<file path="src/rtl/core/hetm_ram.sv">
module hetm_ram #(
    parameter int WIDTH  = 8,
    parameter int DEPTH  = 64,
    parameter int ADDR_W = $clog2(DEPTH)
) (
    input  logic              i_clk,
    input  logic              i_we,
    input  logic [ADDR_W-1:0] i_waddr,
    input  logic [WIDTH-1:0]  i_wdata,
    input  logic [ADDR_W-1:0] i_raddr,
    output logic [WIDTH-1:0]  o_rdata
);

    logic [WIDTH-1:0] r_mem [DEPTH];
    logic [WIDTH-1:0] r_rdata;

    // Single write port and one registered read port; a read in the same
    // cycle as a write to the same address returns the old contents.
    always_ff @(posedge i_clk) begin
        if (i_we) begin
            r_mem[i_waddr] <= i_wdata;
        end
        r_rdata <= r_mem[i_raddr];
    end

    assign o_rdata = r_rdata;

endmodule
</file>
<file path="config.mk">
export PLATFORM = sky130hd
export DESIGN_NAME = hetm_ram
export DESIGN_NICKNAME = d
export VERILOG_FILES = /design/src/rtl/core/hetm_ram.sv
export SDC_FILE = /design/constraint.sdc
export NUM_CORES = 1
export LEC_CHECK = 0
export BUFFER_PORTS_ARGS = -buffer_cell sky130_fd_sc_hd__buf_2
export CAP_MARGIN = 10
export CORE_MARGIN = 2
export CORE_UTILIZATION = 30
export CTS_CLUSTER_DIAMETER = 50
export DETAILED_ROUTE_END_ITERATION = 8
export GPL_TIMING_DRIVEN = 0
export SYNTH_ARGS = -nofsm -noshare
export SYNTH_HDL_FRONTEND = slang
export SYNTH_SLANG_ARGS = --single-unit
</file>
<file path="constraint.sdc">
create_clock -name i_clk -period 4.3 [get_ports i_clk]
set_input_delay 0.215 -clock i_clk [delete_from_list [all_inputs] [get_ports i_clk]]
set_output_delay 0.215 -clock i_clk [all_outputs]
set_load 0.01 [all_outputs]
</file>
-- After elaboration in Yosys (flattened, before gate mapping)
Memories as Yosys holds them, arrays and structs flattened. A register that Yosys moved wholly into a read port is not among the register bits.
Index checks and enable logic that the tools add are counted.
- memories kept: 1
- output and inout bits: 8
- register bits: 0
- input port bits: 22
- RAM bits: 512
- memories (memory ; words ; bits a word ; read ports ; clocked after memory_dff ; wr ports ; line ; text):
    r_mem ; 64 ; 8 ; 1 ; 1 ; 1 ; 14 ; logic [WIDTH-1:0] r_mem [DEPTH];
- multiplexer cells: 2
- operators by type and width (cell ; count):
    $mux 1 ; 2

-- Logic depth before layout (Yosys ltp)
Gate-level depths: netlist of run 1.
- depth in word-level cells: 2
- mapped depth: 9
- mapped depth without buffers: 5

-- Worst setup path after synthesis of run 1
No wires, ideal clock.
- path type: input to register
- start: input i_raddr[1]
- end: register r_rdata[3] (netlist: o_rdata[3]) (read register of r_mem)
- path buffers: 3
- setup slack: 2417 ps
- cell stages on the path: 7
- arrival time: 1755 ps
- required time: 4172 ps
- cells stage by stage: buf_4 buf_2 buf_2 mux4_2 mux4_2 o21ai_1 o41ai_1
- RTL lines (item ; line ; text):
    start, declared ; 10 ; input logic [ADDR_W-1:0] i_raddr,
    end, declared ; 15 ; logic [WIDTH-1:0] r_rdata;

==> flow_summary_export.csv, run 1 <==
group,metric,value,unit
synth,netlist_top_cells_count,"edfxtp_1 (512), mux4_2 (126), nor2_1 (83)",
timing,setup_viol,0,
synth,avgSynthCellArea,21.5,um2
place,dp_cells,1836,
die,rows,95,
cts,cts_setup_buffers,0,
grt,antenna_found_initial,5,
flow_run,drv_cap,0,
pwr,p_leak,7.10,nW
critical_path,max_stage_delay,0.88,ns
grt,grt_usage,14.3,%
route,vias,9920,
synth,synth.area.top_cells,"edfxtp_1 (76%), mux4_2 (14%), nor2_1 (1.5%), mux2i_1 (1.1%), dfxtp_1 (0.79%)",
synth,synth_nets,962,
critical_path,r2r_start,"r_mem[3][5]",
final_layout,syn_to_final_growth,14.9,%
cts,holdBufCountCts,0,
cts,cts_buffer_depth,3,
pwr,ir_worst_vdd,0.262,mV
critical_path,critical_path.cell_chain,"buf_2, buf_4, clkbuf_1, buf_2, o221ai_1, o21a_1, o41ai_1",
synth,yosys_warnings,0,
synth,yosys.area.top_type,"edfxtp_1",
cts,cts_made_buffers,54,
cts,cts-resized-gates,0,
route,first_pass_iters,7,
die,core,0.0668,mm2
cts,cts_tree,"yes",
final_layout,seqCellArea,0.0155,mm2
pwr,power_density,456,mW/mm2
critical_path,rr_worst_depth,4,
die,die_y,263,um
place,hpwlAfterDp,31000,um
route,dr_wl_met2,23100,um
place,routabilityCongestion,0.827,
critical_path,crit_path_start_kind,"primary input",
synth,synthArstFlopShare,0,%
hold_path,hold_path.class,"in2reg",
critical_path,worstPathRequired,4.70,ns
timing,slew_headroom,17.5,%
cts,cts_htree_levels,2,
grt,grt_pass1_wl,71700,um
die,io_pins,30,
grt,grt_pass1_vias,10044,
pwr,total_power,10.6,mW
synth,synth_edf_count,512,
critical_path,slowest_stage,"o41ai_1",
route,wl_per_cell,25.4,um
critical_path,r2r_slack,2.06,ns
critical_path,timing.rr.end,"o_rdata[5]",
cts,clock_latency,0.60,ns
synth,synth-main-ff-cell,"edfxtp_1",
place,placed_area,0.0214,mm2
timing,clock.fmax,365,MHz
synth,syn_area,0.0202,mm2
grt,grt_max_degree,65,
timing,holdWs,0.0148,ns
synth,syn_inst,940,
synth,ys_seq_area_share,77.0,%
place,io_buffer_count,21,
timing,worstMarginPinSlew,1.24,ns
die,fp.dieW,263,um
hold_path,hold_path_end,"r_mem[15][3]",
timing,fin_skew,0.0167,ns
critical_path,critPathMostFrequentCell,"buf_2",
route,top_layer,"met5",
synth,yosysUniqueCellTypes,40,
timing,setup_tns,0,ns
critical_path,cp.buffers_inverters,4,
critical_path,cp_top_family,"buffers and inverters",
final_layout,fill_cells,6281,
grt,overflow,0,
timing,worst_slack,1.56,ns
final_layout,final_nets,1048,
route,antenna_left,0,
final_layout,final_cells,1945,
timing,fin_crit,2.74,ns
die,dieArea,0.0693,mm2
critical_path,worstPathArrival,3.14,ns
final_layout,final_cell_area,0.0232,mm2
cts,cts-root-buf,"clkbuf_16",
final_layout,drive_above_1_share,26.1,%
hold_path,min_from,"i_wdata[3]",
timing,rsz0062_at_grt,"no",
critical_path,endpoint_kind,"flop",
final_layout,multiInputGateArea,0.00432,mm2
critical_path,critPathKind,"in2reg",
critical_path,crit_cells,7,
route,wl_met3,4330,um
synth,ys_ff_latch,520,
route,drt-met1-wl,21000,um
cts,clock_sinks,520,
route,drt_wl_total,49400,um
synth,yosysTopAreaCellShare,76.2,%
outcome,status,"finished clean",
route,viasPerCell,5.10,
cts,clk_pin_slew_worst_paths,0.06,ns
die,initial_core_util,30.2,%
final_layout,diodes,0,
critical_path,crit_fanout,10,
route,dr.first_iter.drc_count,1503,
synth,yosysMostFrequentCell,"edfxtp_1",
route,remaining_drc_errors,0,
timing,hold_violations,0,
timing,finalCritPeriodShare,63.8,%
final_layout,utilization,34.7,%
hold_path,hold_path_depth,1,
place,place_ws,1.13,ns
timing,drv_slew,0,
[final cells by class]
type / count / share of cell area, %
Clock buffer: 67 / 6.21
Clock inverter: 35 / 0.950
Sequential cell: 520 / 67.0
Timing Repair Buffer: 30 / 1.12
Tap cell: 873 / 4.71
Multi-Input combinational cell: 369 / 18.6
Buffer: 51 / 1.37
[sequential cells by signal (all words and copies together), names as in the netlist]
name	count
o_rdata	8
r_mem	512
[per-layer routing]
layer  vias to the layer above  GRT usage [%]
li1                       4110              -
met1                      5289           20.5
met2                       443           22.0
met3                        74           3.01
met4                         4           3.95
met5                         -              0
[report_power, final]
part	internal, mW	switching [mW]	leakage, nW
Sequential	5.61	0.0105	4.67
Combinational	0.210	0.367	1.61
Clock	2.44	1.93	0.814
[worst max path at each step]
stage | endpoint | startpoint | slack, ns
3_5_place_dp | o_rdata[3] | i_raddr[2] | 1.13
5_1_grt | o_rdata[5] | i_raddr[2] | 1.53
3_3_place_gp | o_rdata[3] | i_raddr[2] | 1.10
6_report | o_rdata[5] | i_raddr[2] | 1.56
2_1_floorplan | o_rdata[3] | i_raddr[1] | 2.42
4_1_cts | o_rdata[3] | i_raddr[2] | 1.75
[layout by cell type, fill, tap and decap left out, types with 4 or more instances in the layout]
master,instances
buf_1,4
nand2b_1,7
clkbuf_1,26
o22ai_1,8
nor3_1,7
mux2i_1,23
clkbuf_16,54
buf_4,15
a211oi_1,4
dfxtp_1,8
buf_6,4
o221ai_1,8
clkinv_2,11
buf_2,32
buf_12,9
nand2_1,19
nand3_1,13
mux2_2,13
mux4_2,126
clkbuf_8,4
a221oi_1,6
nor2_1,83
nor2b_1,14
inv_6,4
edfxtp_1,512
clkinv_1,14
[cell families after synthesis]
family	Yosys count	synth area share, %
buffers and inverters	51	1.57
AO/OA/AOI/OAI	54	2.07
AND/OR/NAND/NOR	153	3.39
multiplexers	162	15.9
flip-flops	520	77.0
[worst reg2reg max path, delay by kind of cell (launching register included)]
kind	cells	cell delay, ns
mux	1	0.49
compound gates	2	1.04
simple gates	1	0.14
flops	1	0.37
(Power assumes the default switching activity.)
==> run 2: changes to the inputs <==
==> constraint.sdc (replaced) <==
create_clock -name i_clk -period 2.5 [get_ports i_clk]
set_input_delay 0.125 -clock i_clk [delete_from_list [all_inputs] [get_ports i_clk]]
set_output_delay 0.125 -clock i_clk [all_outputs]
set_load 0.01 [all_outputs]
==> run 2 against run 1 <==
Net effect:
- utilization increased by 0.12 points
- die area did not move
- register-to-register slack got worse by 1.8 ns
- non-clock buffer count is 6 higher
- final cell count is 0.31% higher
- worst hold slack gained 0.080 ns
- via count up 0.94%
- final area grew 0.35%
- critical endpoint is now o_rdata[7]
- largest cell class unchanged
- critical path depth rose by 1
- global-route usage unchanged
==> flow_summary_export.csv, run 2 (same netlist as run 1, synthesis figures left out) <==
group,metric,value,unit
critical_path,crit_fanout,10,
timing,slew_headroom,16.5,%
grt,antenna_found_initial,5,
final_layout,fill_cells,6277,
place,place_ws,-0.579,ns
critical_path,worstPathArrival,2.87,ns
pwr,total_power,18.2,mW
pwr,power_density,781,mW/mm2
grt,grt_usage,14.3,%
critical_path,critPathKind,"in2reg",
final_layout,largest_register,"r_mem",
pwr,p_leak,7.13,nW
cts,clock_sinks,520,
die,rows,95,
final_layout,syn_to_final_growth,15.3,%
timing,clock.fmax,424,MHz
grt,grt_pass1_wl,71800,um
route,antenna_left,0,
route,vias,10013,
die,fp.dieW,263,um
cts,clock_latency,0.60,ns
timing,worstMarginPinSlew,1.25,ns
grt,grt_pass1_vias,10049,
cts,cts_tree,"yes",
die,initial_core_util,30.2,%
route,viasPerCell,5.13,
final_layout,layout_commonest_cell,"edfxtp_1",
die,io_pins,30,
place,routabilityCongestion,0.827,
timing,fin_skew,0.0138,ns
route,wl_per_cell,25.3,um
die,dieArea,0.0693,mm2
route,drt_wl_total,49400,um
cts,cts_buffer_depth,3,
cts,cts_setup_buffers,0,
cts,cts_htree_levels,2,
cts,cts-root-buf,"clkbuf_16",
place,hpwlAfterDp,31000,um
final_layout,final_nets,1054,
final_layout,utilization,34.8,%
place,io_buffer_count,21,
die,die_y,263,um
final_layout,drive_above_1_share,26.2,%
outcome,status,"finished clean",
timing,rsz0062_at_grt,"no",
timing,finalCritPeriodShare,94.3,%
critical_path,crit_path_start_kind,"primary input",
timing,fin_crit,2.36,ns
critical_path,endpoint_kind,"flop",
timing,setup_viol,0,
flow_run,drv_cap,0,
die,core,0.0668,mm2
critical_path,worstPathRequired,3.01,ns
cts,cts_made_buffers,54,
route,dr.first_iter.drc_count,1427,
final_layout,largest_register_ffs,512,
timing,hold_violations,0,
grt,grt_max_degree,65,
grt,overflow,0,
hold_path,hold_path.class,"in2reg",
final_layout,diodes,0,
timing,worst_slack,0.143,ns
route,first_pass_iters,6,
final_layout,layout_common_cells,"edfxtp_1 (512), mux4_2 (126), nor2_1 (83), clkbuf_16 (54), buf_2 (32)",
pwr,ir_worst_vdd,0.451,mV
timing,drv_slew,0,
cts,clk_pin_slew_worst_paths,0.06,ns
route,remaining_drc_errors,0,
[run 2: changes by cell type in the layout (fill, tap and decap cells not counted), sizes merged]
cell / delta
buf: -1
dlygate4sd3: +7
[run 2: report_power, final]
group | leakage, nW | total, mW | internal, mW | switching, mW
clock network | 0.814 | 7.50 | 4.20 | 3.30
logic | 1.65 | 1.01 | 0.371 | 0.636
registers | 4.67 | 9.67 | 9.65 | 0.0178
total | 7.13 | 18.2 | 14.2 | 3.96
[run 2: path summary, 6_finish.rpt]
check | cells after the start | start | slack, ns | to
max | 8 | i_raddr[2] | 0.14 | o_rdata[7]
min reg2reg | 3 | r_mem[30][4] | 0.90 | o_rdata[4]
min | 1 | i_wdata[6] | 0.09 | r_mem[36][6]
max reg2reg | 5 | r_mem[16][6] | 0.24 | o_rdata[6]
[run 2: layer usage]
| metal | global-route usage [%] | vias to the layer above | wire length (um) | share of wire [%] |
|---|---|---|---|---|
| met2 | 22.0 | 449 | 23100 | 47 |
| li1 | - | 4127 | - | - |
| met3 | 3.01 | 73 | 4260 | 8.6 |
| met1 | 20.5 | 5360 | 21000 | 43 |
| met5 | 0 | - | 23 | 0.047 |
| met4 | 3.95 | 4 | 1030 | 2.1 |
[run 2: area by class of cell]
cell class	instances	area (um2)	area share [%]
tap	873	1090	4.70
sequential	520	15500	66.8
buffer	50	313	1.34
clock inverter	35	220	0.947
multi-input combinational	369	4330	18.6
clock buffer	67	1440	6.19
timing repair buffer	37	330	1.42
[run 2: critical path, cell delays in order]
cell and delay, ns:
buf_2 0.19, buf_2 0.37, buf_1 0.64, clkbuf_1 0.54
o221ai_1 0.22, o21ai_0 0.28, o311ai_1 0.26, nand2_1 0.23
[run 2: repair_timing]
action                                  CTS  global route
hold endpoints to repair                  2            92
resized for setup                         0             2
hold buffers                              1             6
endpoints found under the setup margin    0             3
[run 2: per-stage QoR]
step           area (um2)  instances  hold slack (ns)  setup TNS [ns]
2_1_floorplan       20200        940            0.224               0
3_3_place_gp        21400       1834            0.525           -3.13
3_5_place_dp        21400       1836            0.522           -4.56
4_1_cts             23000       1939           0.0972               0
5_1_grt             23300       1951            0.118               0
6_report            23300       1951           0.0944               0
==> run 3: changes to the inputs <==
==> constraint.sdc (replaced) <==
create_clock -name i_clk -period 2.1 [get_ports i_clk]
set_input_delay 0.105 -clock i_clk [delete_from_list [all_inputs] [get_ports i_clk]]
set_output_delay 0.105 -clock i_clk [all_outputs]
set_load 0.01 [all_outputs]
==> run 3 against run 2 <==
Net effect:
- die area stayed put
- via count about the same
- global-route usage is essentially flat
- sequential share of layout area decreased by 0.26 points
- first-iteration DRC count up 1.4%
- combinational power is 21% higher
- non-clock buffer count did not move
- sequential power rose by 19%
- sequential cell count unchanged
- critical path type is now reg2reg
- largest cell class unchanged
- largest power group unchanged
==> flow_summary_export.csv, run 3 (same netlist as run 1, synthesis figures left out) <==
group,metric,value,unit
final_layout,drive_above_1_share,27.7,%
grt,grt_pass1_wl,71900,um
critical_path,slowest_stage,"mux4_2",
grt,antenna_found_initial,4,
place,io_buffer_count,21,
pwr,intPower,16.9,mW
critical_path,critPathKind,"reg2reg",
die,rows,95,
pwr,power_density,928,mW/mm2
pwr,seqPwrFrac,53.1,%
critical_path,max_stage_delay,0.51,ns
pwr,ir_worst_vdd,0.535,mV
critical_path,critical_path.cell_chain,"mux4_2, mux2_2, a221oi_1, o2bb2ai_1",
route,viasPerCell,5.13,
grt,overflow,0,
grt,grt_usage,14.3,%
timing,slew_headroom,18.1,%
cts,cts_buffer_depth,3,
critical_path,endpoint_kind,"flop",
timing,finalCritPeriodShare,98.0,%
final_layout,fill_cells,6263,
route,dr.first_iter.drc_count,1447,
final_layout,final_nets,1054,
critical_path,worstPathRequired,2.53,ns
place,hpwlAfterDp,31000,um
final_layout,utilization,35.0,%
timing,fin_skew,0.0160,ns
final_layout,diodes,0,
route,antenna_left,0,
cts,clk_pin_slew_worst_paths,0.06,ns
final_layout,layout_common_cells,"edfxtp_1 (512), mux4_2 (126), nor2_1 (81), clkbuf_16 (54), buf_2 (32)",
critical_path,crit_fanout,1,
timing,fin_crit,2.06,ns
cts,clock_sinks,520,
route,wl_per_cell,25.3,um
final_layout,largest_register_ffs,512,
cts,cts_made_buffers,54,
timing,rsz0062_at_grt,"no",
outcome,status,"finished clean",
pwr,switching_share,21.8,%
cts,cts_tree,"yes",
cts,clock_latency,0.60,ns
route,first_pass_iters,8,
timing,setup_viol,0,
place,routabilityCongestion,0.827,
route,drt_wl_total,49400,um
cts,cts_htree_levels,2,
hold_path,hold_path.class,"in2reg",
grt,grt_pass1_vias,10045,
final_layout,layout_commonest_cell,"edfxtp_1",
flow_run,drv_cap,0,
final_layout,syn_to_final_growth,15.8,%
timing,worstMarginPinSlew,1.23,ns
cts,cts-root-buf,"clkbuf_16",
pwr,p_sw,4.73,mW
critical_path,worstPathArrival,2.48,ns
timing,drv_slew,0,
timing,hold_violations,0,
die,initial_core_util,30.2,%
die,core,0.0668,mm2
pwr,combPwrFrac,5.6,%
pwr,clkPwrFrac,41.3,%
timing,clock.fmax,486,MHz
route,vias,10003,
critical_path,crit_path_start_kind,"flop",
die,die_y,263,um
final_layout,largest_register,"r_mem",
die,fp.dieW,263,um
timing,setup_tns,0,ns
grt,grt_max_degree,65,
die,dieArea,0.0693,mm2
die,io_pins,30,
pwr,p_leak,7.17,nW
route,remaining_drc_errors,0,
==> run 3: critical path: cells and delay by family (launching register included) <==
family	cells	cell delay, ns
mux	2	0.81
compound gates	2	0.71
flops	1	0.37
==> run 3: area by class of cell <==
cell class / count / area, um2 / share of cell area (%)
Tap cell: 873 / 1090 / 4.68
Timing Repair Buffer: 37 / 330 / 1.41
Clock buffer: 67 / 1440 / 6.17
Multi-Input combinational cell: 369 / 4410 / 18.9
Clock inverter: 35 / 220 / 0.943
Buffer: 50 / 324 / 1.39
Sequential cell: 520 / 15500 / 66.5
==> run 3: per-layer routing <==
layer / up-vias / GRT usage [%] / share of wire [%]
li1: 4131 / - / -
met1: 5352 / 20.7 / 43
met2: 434 / 21.9 / 47
met3: 82 / 2.96 / 7.9
met4: 4 / 3.97 / 2.4
met5: - / 0 / 0.047
==> run 3: final timing paths <==
kind,from,slack [ns],cells past startpoint,to
min,i_wdata[6],0.08,1,r_mem[36][6]
max,r_mem[41][2],0.04,4,o_rdata[2]
min reg2reg,r_mem[30][4],0.92,3,o_rdata[4]
max reg2reg,r_mem[41][2],0.04,4,o_rdata[2]
==> run 3: what timing repair did <==
action | CTS | global route
pin swaps | 0 | 0
hold endpoints to repair | 2 | 95
resized for setup | 11 | 26
hold buffers | 1 | 6
setup endpoints to repair | 5 | 16
setup buffers | 0 | 0
==> run 3: power by group through the flow <==
| stage | clock network [mW] | logic (mW) | registers (mW) |
|---|---|---|---|
| after floorplan | 0 | 0.612 | 11.7 |
| after global placement | 0 | 1.14 | 11.7 |
| after detailed placement | 0 | 1.15 | 11.7 |
| after CTS | 9.11 | 1.17 | 11.5 |
| after global routing | 9.53 | 1.29 | 11.5 |
| final | 8.94 | 1.22 | 11.5 |
==> run 3: stage by stage <==
step | total power [mW] | hold WS [ns] | cell area, um2 | cells | worst slack, ns
floorplan | 12.3 | 0.204 | 20200 | 940 | 0.327
global placement | 12.9 | 0.505 | 21400 | 1834 | -0.987
detailed placement | 12.9 | 0.502 | 21400 | 1836 | -0.959
CTS | 21.8 | 0.0772 | 23100 | 1939 | 0.000317
global route | 22.3 | 0.0979 | 23400 | 1951 | 0.0155
finish | 21.7 | 0.0789 | 23400 | 1951 | 0.0416
